[src/rtl/nsag_pkg.sv]
`default_nettype none

package nsag_pkg;

    localparam int IDX_BITS  = 32;
    localparam int CFG_BITS  = 64;
    localparam int RANK_BITS = 3;
    localparam int CIDX_BITS = 2;

    localparam logic [CIDX_BITS-1:0] CFG_RANK      = 2'd0;
    localparam logic [CIDX_BITS-1:0] CFG_IN_SHAPE  = 2'd1;
    localparam logic [CIDX_BITS-1:0] CFG_OUT_SHAPE = 2'd2;
    localparam logic [CIDX_BITS-1:0] CFG_BEGIN     = 2'd3;

    localparam logic [CFG_BITS-1:0] SHAPE_RESET = 64'h0001_0001_0001_0001;

    typedef logic [IDX_BITS-1:0] idx_t;

    // bits of a 32-bit index that survive truncation to addr_bits
    function automatic idx_t addr_mask(input int addr_bits);
        idx_t m;
        m = '0;
        for (int i = 0; i < IDX_BITS; i++)
        begin
            m[i] = (i < addr_bits);
        end
        return m;
    endfunction

endpackage

`default_nettype wire

[src/rtl/nsag_mac_stage.sv]
`default_nettype none

module nsag_mac_stage #(
    parameter int MAX_DIMS  = 4,
    parameter int DIM_BITS  = 16,
    parameter int ADDR_BITS = 32,
    parameter int DIM       = 0
) (
    input  wire                           clk,
    input  wire                           rst_n,
    input  wire                           up_valid,
    output logic                          up_ready,
    input  wire  [MAX_DIMS*DIM_BITS-1:0]  up_coord,
    input  wire  [nsag_pkg::IDX_BITS-1:0] up_dest,
    input  wire                           up_last,
    input  wire  [ADDR_BITS-1:0]          up_acc,
    input  wire  [ADDR_BITS-1:0]          up_stride,
    input  wire                           dim_used,
    input  wire  [DIM_BITS-1:0]           dim_begin,
    input  wire  [DIM_BITS-1:0]           dim_in_ext,
    output logic                          dn_valid,
    input  wire                           dn_ready,
    output logic [MAX_DIMS*DIM_BITS-1:0]  dn_coord,
    output logic [nsag_pkg::IDX_BITS-1:0] dn_dest,
    output logic                          dn_last,
    output logic [ADDR_BITS-1:0]          dn_acc,
    output logic [ADDR_BITS-1:0]          dn_stride
);
    import nsag_pkg::*;

    localparam int TERM_BITS  = DIM_BITS + 1;
    localparam int PROD_BITS  = TERM_BITS + ADDR_BITS;
    localparam int SPROD_BITS = ADDR_BITS + DIM_BITS;

    logic                          valid_reg;
    logic                          valid_next;
    logic [MAX_DIMS*DIM_BITS-1:0]  coord_reg;
    logic [IDX_BITS-1:0]           dest_reg;
    logic                          last_reg;
    logic [ADDR_BITS-1:0]          acc_reg;
    logic [ADDR_BITS-1:0]          stride_reg;
    logic [ADDR_BITS-1:0]          acc_next;
    logic [ADDR_BITS-1:0]          stride_next;
    logic [TERM_BITS-1:0]          term;
    logic [PROD_BITS-1:0]          prod;
    logic [SPROD_BITS-1:0]         sprod;
    logic                          load;

    assign up_ready = !valid_reg || dn_ready;
    assign load     = up_valid && up_ready;

    // (coordinate + offset) * stride, stride is multiplied by this dim's input extent
    assign term  = {1'b0, up_coord[DIM*DIM_BITS +: DIM_BITS]} + {1'b0, dim_begin};
    assign prod  = PROD_BITS'(term) * PROD_BITS'(up_stride);
    assign sprod = SPROD_BITS'(up_stride) * SPROD_BITS'(dim_in_ext);

    assign acc_next    = dim_used ? up_acc + prod[ADDR_BITS-1:0] : up_acc;
    assign stride_next = dim_used ? sprod[ADDR_BITS-1:0] : up_stride;

    always_comb
    begin
        valid_next = valid_reg;
        if (load)
        begin
            valid_next = 1'b1;
        end
        else if (dn_ready)
        begin
            valid_next = 1'b0;
        end
    end

    always_ff @(posedge clk or negedge rst_n)
    begin
        if (!rst_n)
        begin
            valid_reg <= 1'b0;
        end
        else
        begin
            valid_reg <= valid_next;
        end
    end

    always_ff @(posedge clk)
    begin
        if (load)
        begin
            coord_reg  <= up_coord;
            dest_reg   <= up_dest;
            last_reg   <= up_last;
            acc_reg    <= acc_next;
            stride_reg <= stride_next;
        end
    end

    assign dn_valid  = valid_reg;
    assign dn_coord  = coord_reg;
    assign dn_dest   = dest_reg;
    assign dn_last   = last_reg;
    assign dn_acc    = acc_reg;
    assign dn_stride = stride_reg;

endmodule

`default_nettype wire

[config.mk]
export PLATFORM = sky130hd
export DESIGN_NAME = nsag_mac_stage
export DESIGN_NICKNAME = d
export VERILOG_FILES = /design/src/rtl/nsag_pkg.sv /design/src/rtl/nsag_mac_stage.sv
export SDC_FILE = /design/constraint.sdc
export NUM_CORES = 2
export LEC_CHECK = 0
export BUFFER_PORTS_ARGS = -buffer_cell sky130_fd_sc_hd__buf_2
export CAP_MARGIN = 40
export CORE_ASPECT_RATIO = 1.75
export CORE_MARGIN = 2
export CORE_UTILIZATION = 55
export CTS_CLUSTER_DIAMETER = 100
export DETAILED_ROUTE_END_ITERATION = 12
export GPL_TIMING_DRIVEN = 1
export PLACE_DENSITY = 0.81
export REMOVE_ABC_BUFFERS = 1
export SLEW_MARGIN = 5
export SYNTH_ARGS = -nofsm -noshare
export SYNTH_HDL_FRONTEND = slang
export SYNTH_SLANG_ARGS = --single-unit
[constraint.sdc]
create_clock -name clk -period 8.3 [get_ports clk]
set_input_delay 0.83 -clock clk [delete_from_list [all_inputs] [get_ports clk]]
set_output_delay 0.83 -clock clk [all_outputs]
set_load 0.02 [all_outputs]
# After elaboration in Yosys (flattened, before gate mapping)
# Index checks and enable logic that the tools add are counted.
# totals
reg_bits,162
latch_bits,0
ram_bits,0
romBits,0
in_bits,198
out_inout_bits,163
elab_cells,18
memories,0
# op_classes
add_sub_neg,2
n_mul,2
div_mod_pow,0
magnitude_cmp,0
eq_ne,0
shifts,0
mux,4
bitwise_logic,0
n_reduce_logical,4
# op_table
operator,count
$mux W32,2
$add A32 B32 Y32,1
$mul A17 B32 Y32,1
$mul A32 B16 Y32,1
$add A16 B16 Y17,1
$mux W1,2
$reduce_bool A2 Y1,1
$logic_and A1 B1 Y1,1
$logic_not A1 Y1,1
$logic_or A1 B1 Y1,1

# Logic depth before layout (Yosys ltp)
# logic_depth
word_depth,4
ltp_mapped,35
depth_no_buf,34

# Worst setup path after synthesis
# No wires, ideal clock.
# synth_path
kind,input -> register
start,in up_coord[4]
end,"reg acc_reg[31], in the netlist dn_acc[31], data pin"
setup_ps,260
arrival_ps,8319
setup_slack_ps,-279
cell_stages,30
n_path_buf,1
cell_sequence,ha_1 -> or3_1 -> o31ai_2 -> o21ai_1 -> a311oi_1 -> o21bai_1 -> a21oi_1 -> xnor2_1 -> clkbuf_1 -> nand2_1 -> fa_1 -> fa_1 -> fa_1 -> inv_1 -> fa_1 -> inv_1 -> fa_1 -> fa_1 -> xnor2_1 -> xnor2_1 -> xnor2_1 -> xnor2_1 -> xnor2_1 -> xnor3_1 -> xnor3_1 -> xnor2_1 -> xnor2_1 -> xnor3_1 -> xnor2_1 -> mux2_2
# synth_via
elab_chain_cells,4
# synth_lines
element,line_no,text
start: declaration,nsag_mac_stage.sv:13,"input wire [MAX_DIMS*DIM_BITS-1:0] up_coord,"
$add A16 B16 Y17,nsag_mac_stage.sv:53,"assign term = {1'b0, up_coord[DIM*DIM_BITS +: DIM_BITS]} + {1'b0, dim_begin};"
$mul A17 B32 Y32,nsag_mac_stage.sv:54,assign prod = PROD_BITS'(term) * PROD_BITS'(up_stride);
$add A32 B32 Y32,nsag_mac_stage.sv:57,assign acc_next = dim_used ? up_acc + prod[ADDR_BITS-1:0] : up_acc;
$mux W32,nsag_mac_stage.sv:57,
net acc_next[31],nsag_mac_stage.sv:42,logic [ADDR_BITS-1:0] acc_next;
end signal: assignment,nsag_mac_stage.sv:92,acc_reg <= acc_next;
end: declaration,nsag_mac_stage.sv:40,logic [ADDR_BITS-1:0] acc_reg;
# The timed path passes the listed nets, and every way through them passes these cells.
# A chain may end at the register's enable or synchronous reset.

# Worst setup path in the final report
# Same ends and word-level chain as after synthesis.

==> report_table.html <==
<table>
<tr><th>Metric</th><th>Value</th></tr>
<tr><th colspan="2">Logic synthesis</th></tr>
<tr><td>Post-synth EDFFs</td><td>161</td></tr>
<tr><td>Mean post-synth cell area</td><td>9.53 um2</td></tr>
<tr><td>Synthesized area</td><td>30200 um2</td></tr>
<tr><td>Share of the yosys chip area belonging to registers</td><td>16.1%</td></tr>
<tr><td>Number of storage elements in the synthesis netlist</td><td>162</td></tr>
<tr><td>Share of synthesized registers carrying an async set or reset</td><td>0.617%</td></tr>
<tr><td>Most common flop cell mapped by yosys</td><td>sky130_fd_sc_hd__edfxtp_1</td></tr>
<tr><td>Mapped Cells</td><td>3172</td></tr>
<tr><td>Number of library cell types mapped by synthesis</td><td>49</td></tr>
<tr><td>Synthesis warning total</td><td>0</td></tr>
<tr><th colspan="2">Timing</th></tr>
<tr><td>Setup repair after global routing missed its margin</td><td>yes</td></tr>
<tr><td>Worst Tran Pin Value</td><td>0.807 ns</td></tr>
<tr><td>Final Setup Violations</td><td>0</td></tr>
<tr><td>Rel. slew slack</td><td>46.2%</td></tr>
<tr><td>Hold slack final</td><td>0.108 ns</td></tr>
<tr><td>Highest clock rate</td><td>124 MHz</td></tr>
<tr><td>Final hold viol count</td><td>0</td></tr>
<tr><td>Fin crit share</td><td>97.5%</td></tr>
<tr><td>Setup skew after layout</td><td>0.0120 ns</td></tr>
<tr><td>Post-layout minimum cycle time</td><td>8.09 ns</td></tr>
<tr><td>Final Max Slew Viols</td><td>0</td></tr>
<tr><td>Final sum of negative setup slack</td><td>0 ns</td></tr>
<tr><th colspan="2">Global routing</th></tr>
<tr><td>Residual overflow from global routing</td><td>0</td></tr>
<tr><td>First-pass GRT wire length</td><td>136000 um</td></tr>
<tr><td>Via count of the first global-routing pass</td><td>26500</td></tr>
<tr><td>Number of antenna violations at the first check in global routing</td><td>0</td></tr>
<tr><td>Largest net degree at the start of global routing</td><td>64</td></tr>
<tr><td>Total GRT Usage</td><td>31.6%</td></tr>
<tr><th colspan="2">Detailed routing</th></tr>
<tr><td>Routed wire length</td><td>86400 um</td></tr>
<tr><td>Antenna Violating Nets Remaining</td><td>0</td></tr>
<tr><td>Vias per inst</td><td>5.54</td></tr>
<tr><td>DRC viols</td><td>0</td></tr>
<tr><td>Total iterations of the first detailed-routing run</td><td>6</td></tr>
<tr><td>Detail-routed net length per standard cell</td><td>20.2 um</td></tr>
<tr><td>Total number of vias</td><td>23700</td></tr>
<tr><td>Starting DRC count in detailed routing</td><td>1390</td></tr>
<tr><th colspan="2">Finish</th></tr>
<tr><td>ANT cells</td><td>0</td></tr>
<tr><td>Footprint of the multi-input gates</td><td>22000 um2</td></tr>
<tr><td>Layout overhead on the synthesized area</td><td>14.7%</td></tr>
<tr><td>Fillcell total</td><td>4378</td></tr>
<tr><td>Combined flip-flop and latch cell area</td><td>4860 um2</td></tr>
<tr><td>Leading cell type in the layout, fill and taps excluded</td><td>sky130_fd_sc_hd__inv_1</td></tr>
<tr><td>Ratio of cells with drive above 1 in the final layout</td><td>17.8%</td></tr>
<tr><td>End-of-flow core utilization</td><td>63.8%</td></tr>
<tr><td>Final layout net count</td><td>4570</td></tr>
<tr><td>Top library cells by usage in the layout, fill and taps aside</td><td>sky130_fd_sc_hd__inv_1, sky130_fd_sc_hd__fa_1, sky130_fd_sc_hd__nand2_1</td></tr>
<tr><th colspan="2">Clocking</th></tr>
<tr><td># hold bufs at CTS</td><td>0</td></tr>
<tr><td>Buffer depth of the longest clock path</td><td>2</td></tr>
<tr><td>CTS tree</td><td>yes</td></tr>
<tr><td>Clock latency on the worst-skew pair</td><td>0.48 ns</td></tr>
<tr><td># H-tree levels</td><td>4</td></tr>
<tr><td>Clock-pin slew reported for the worst setup and hold paths after clock tree synthesis</td><td>0.08 ns</td></tr>
<tr><td>TritonCTS buffer count</td><td>17</td></tr>
<tr><td>CTS Sinks</td><td>162</td></tr>
<tr><td>Clock tree root driver cell</td><td>sky130_fd_sc_hd__clkbuf_16</td></tr>
<tr><th colspan="2">Critical path</th></tr>
<tr><td>Endpoint class of the critical path</td><td>flip-flop</td></tr>
<tr><td>Max stage delay cell, worst path</td><td>sky130_fd_sc_hd__fa_1</td></tr>
<tr><td>Gate family responsible for the most delay along the worst path</td><td>adder cells</td></tr>
<tr><td>Crit path launch type</td><td>primary input</td></tr>
<tr><td>Internal reg-to-reg setup slack</td><td>6.20 ns</td></tr>
<tr><td>Worst stage delay on the critical path</td><td>0.55 ns</td></tr>
<tr><td>Critical path required time</td><td>8.55 ns</td></tr>
<tr><td>Path type of the worst setup path</td><td>in -&gt; reg</td></tr>
<tr><td>Arr. time, crit path</td><td>8.34 ns</td></tr>
<tr><td>Largest fanout of any net on the critical path</td><td>8</td></tr>
<tr><td>Critical path's most frequent cell</td><td>sky130_fd_sc_hd__fa_1</td></tr>
<tr><td>WP buf/inv</td><td>4</td></tr>
<tr><th colspan="2">Hold path</th></tr>
<tr><td>Worst hold-check path type</td><td>in -&gt; async</td></tr>
<tr><th colspan="2">Outcome</th></tr>
<tr><td>Result of the run</td><td>completed</td></tr>
<tr><th colspan="2">Floorplan</th></tr>
<tr><td>Die Area</td><td>56900 um2</td></tr>
<tr><td>Starting density of the core</td><td>55.7%</td></tr>
<tr><td>Std-Cell Core Area</td><td>54300 um2</td></tr>
<tr><td>Y dimension of the die</td><td>314 um</td></tr>
<tr><td>Row count</td><td>113</td></tr>
<tr><td>Die X-Extent</td><td>181 um</td></tr>
<tr><td>Io pins</td><td>361</td></tr>
<tr><th colspan="2">Placement</th></tr>
<tr><td>Gp weighted congestion</td><td>0.930</td></tr>
<tr><td>Count of input and output buffers</td><td>360</td></tr>
<tr><td>Post-detail-place hpwl</td><td>69300 um</td></tr>
<tr><th colspan="2">Job</th></tr>
<tr><td>Max capacitance violation total</td><td>0</td></tr>
</table>
==> per-stage QoR <==
step / cell area [um2] / setup slack, ns / std cells
2_1_floorplan: 29600 / -0.693 / 3014
3_3_place_gp: 33800 / -0.502 / 4237
3_5_place_dp: 33800 / -0.602 / 4238
4_1_cts: 34500 / 0.00893 / 4270
5_1_grt: 34600 / -0.0476 / 4272
6_report: 34600 / 0.206 / 4272
==> final cells by class <==
cell class	instances	share of cell area [%]
multi-input cells	2059	63.5
clock buffers	17	1.23
clock inverters	15	0.625
flip-flops and latches	162	14.0
repair buffers	536	9.57
well taps	690	2.49
inverters	793	8.59
==> registers in the layout, indices dropped and copies added, names as in the netlist <==
name / count
dn_acc: 32
dn_valid: 1
dn_dest: 32
dn_last: 1
dn_coord: 64
dn_stride: 32
==> Yosys cell counts, types with 7 or more instances <==
library cell | count | area share, %
sky130_fd_sc_hd__a21oi_1 | 50 | 0.83
sky130_fd_sc_hd__o21bai_1 | 13 | 0.32
sky130_fd_sc_hd__o21ai_0 | 53 | 0.88
sky130_fd_sc_hd__nor2_1 | 37 | 0.46
sky130_fd_sc_hd__ha_1 | 149 | 6.2
sky130_fd_sc_hd__clkbuf_1 | 154 | 1.9
sky130_fd_sc_hd__nand2_1 | 587 | 7.3
sky130_fd_sc_hd__a211oi_1 | 7 | 0.17
sky130_fd_sc_hd__xor2_1 | 26 | 0.75
sky130_fd_sc_hd__a21o_1 | 29 | 0.72
sky130_fd_sc_hd__and2_1 | 211 | 4.4
sky130_fd_sc_hd__mux2_2 | 31 | 1.2
sky130_fd_sc_hd__xnor2_1 | 81 | 2.3
sky130_fd_sc_hd__inv_1 | 793 | 9.9
sky130_fd_sc_hd__nor2b_1 | 14 | 0.29
sky130_fd_sc_hd__nand2b_1 | 32 | 0.66
sky130_fd_sc_hd__fa_1 | 654 | 43
sky130_fd_sc_hd__nand3_1 | 8 | 0.13
sky130_fd_sc_hd__edfxtp_1 | 161 | 16
sky130_fd_sc_hd__o21a_1 | 12 | 0.30
==> timing repair <==
item                                    in CTS  in global routing
endpoints found under the setup margin       1                 11
pin swaps                                    0                 14
gates cloned                                 0                  0
setup buffers                                0                  2
gates resized for setup                      3                 33
==> layer usage <==
metal	part of all wire (%)	wire length (um)	vias to the layer above	GRT usage, %
met5	0	0	-	0
met4	8.3	7160	0	22.7
met3	7.2	6250	468	4.91
met2	54	46500	1290	58.7
met1	31	26500	11900	31.9
li1	-	-	10000	-
==> logic make-up after synthesis <==
kind of cell | Yosys count | share of synthesized area, %
AO/OA/AOI/OAI | 194 | 4.08
XOR/XNOR | 112 | 3.47
adder cells (fa/ha/maj) | 803 | 49.5
buffers and inverters | 951 | 11.8
flip-flops | 162 | 16.1
multiplexers | 35 | 1.29
AND/OR/NAND/NOR | 915 | 13.8
==> final timing paths <==
check	startpoint	endpoint	cells after the start
max in group asynchronous	rst_n	dn_valid	1
max	up_coord[4]	dn_acc[31]	31
min	rst_n	dn_valid	1
max reg2reg	dn_valid	dn_coord[4]	3
min reg2reg	dn_valid	dn_valid	2
min in group clk	up_coord[53]	dn_coord[53]	1
==> worst reg2reg max path, delay by kind of cell, from the launching register on <==
family	cells	cell delay (ns)
buf+inv	1	0.70
simple gates	2	0.56
flops	1	0.38
Power is not shown: default switching activity piles up to over one toggle a cycle in this logic, so the estimate is an artifact.
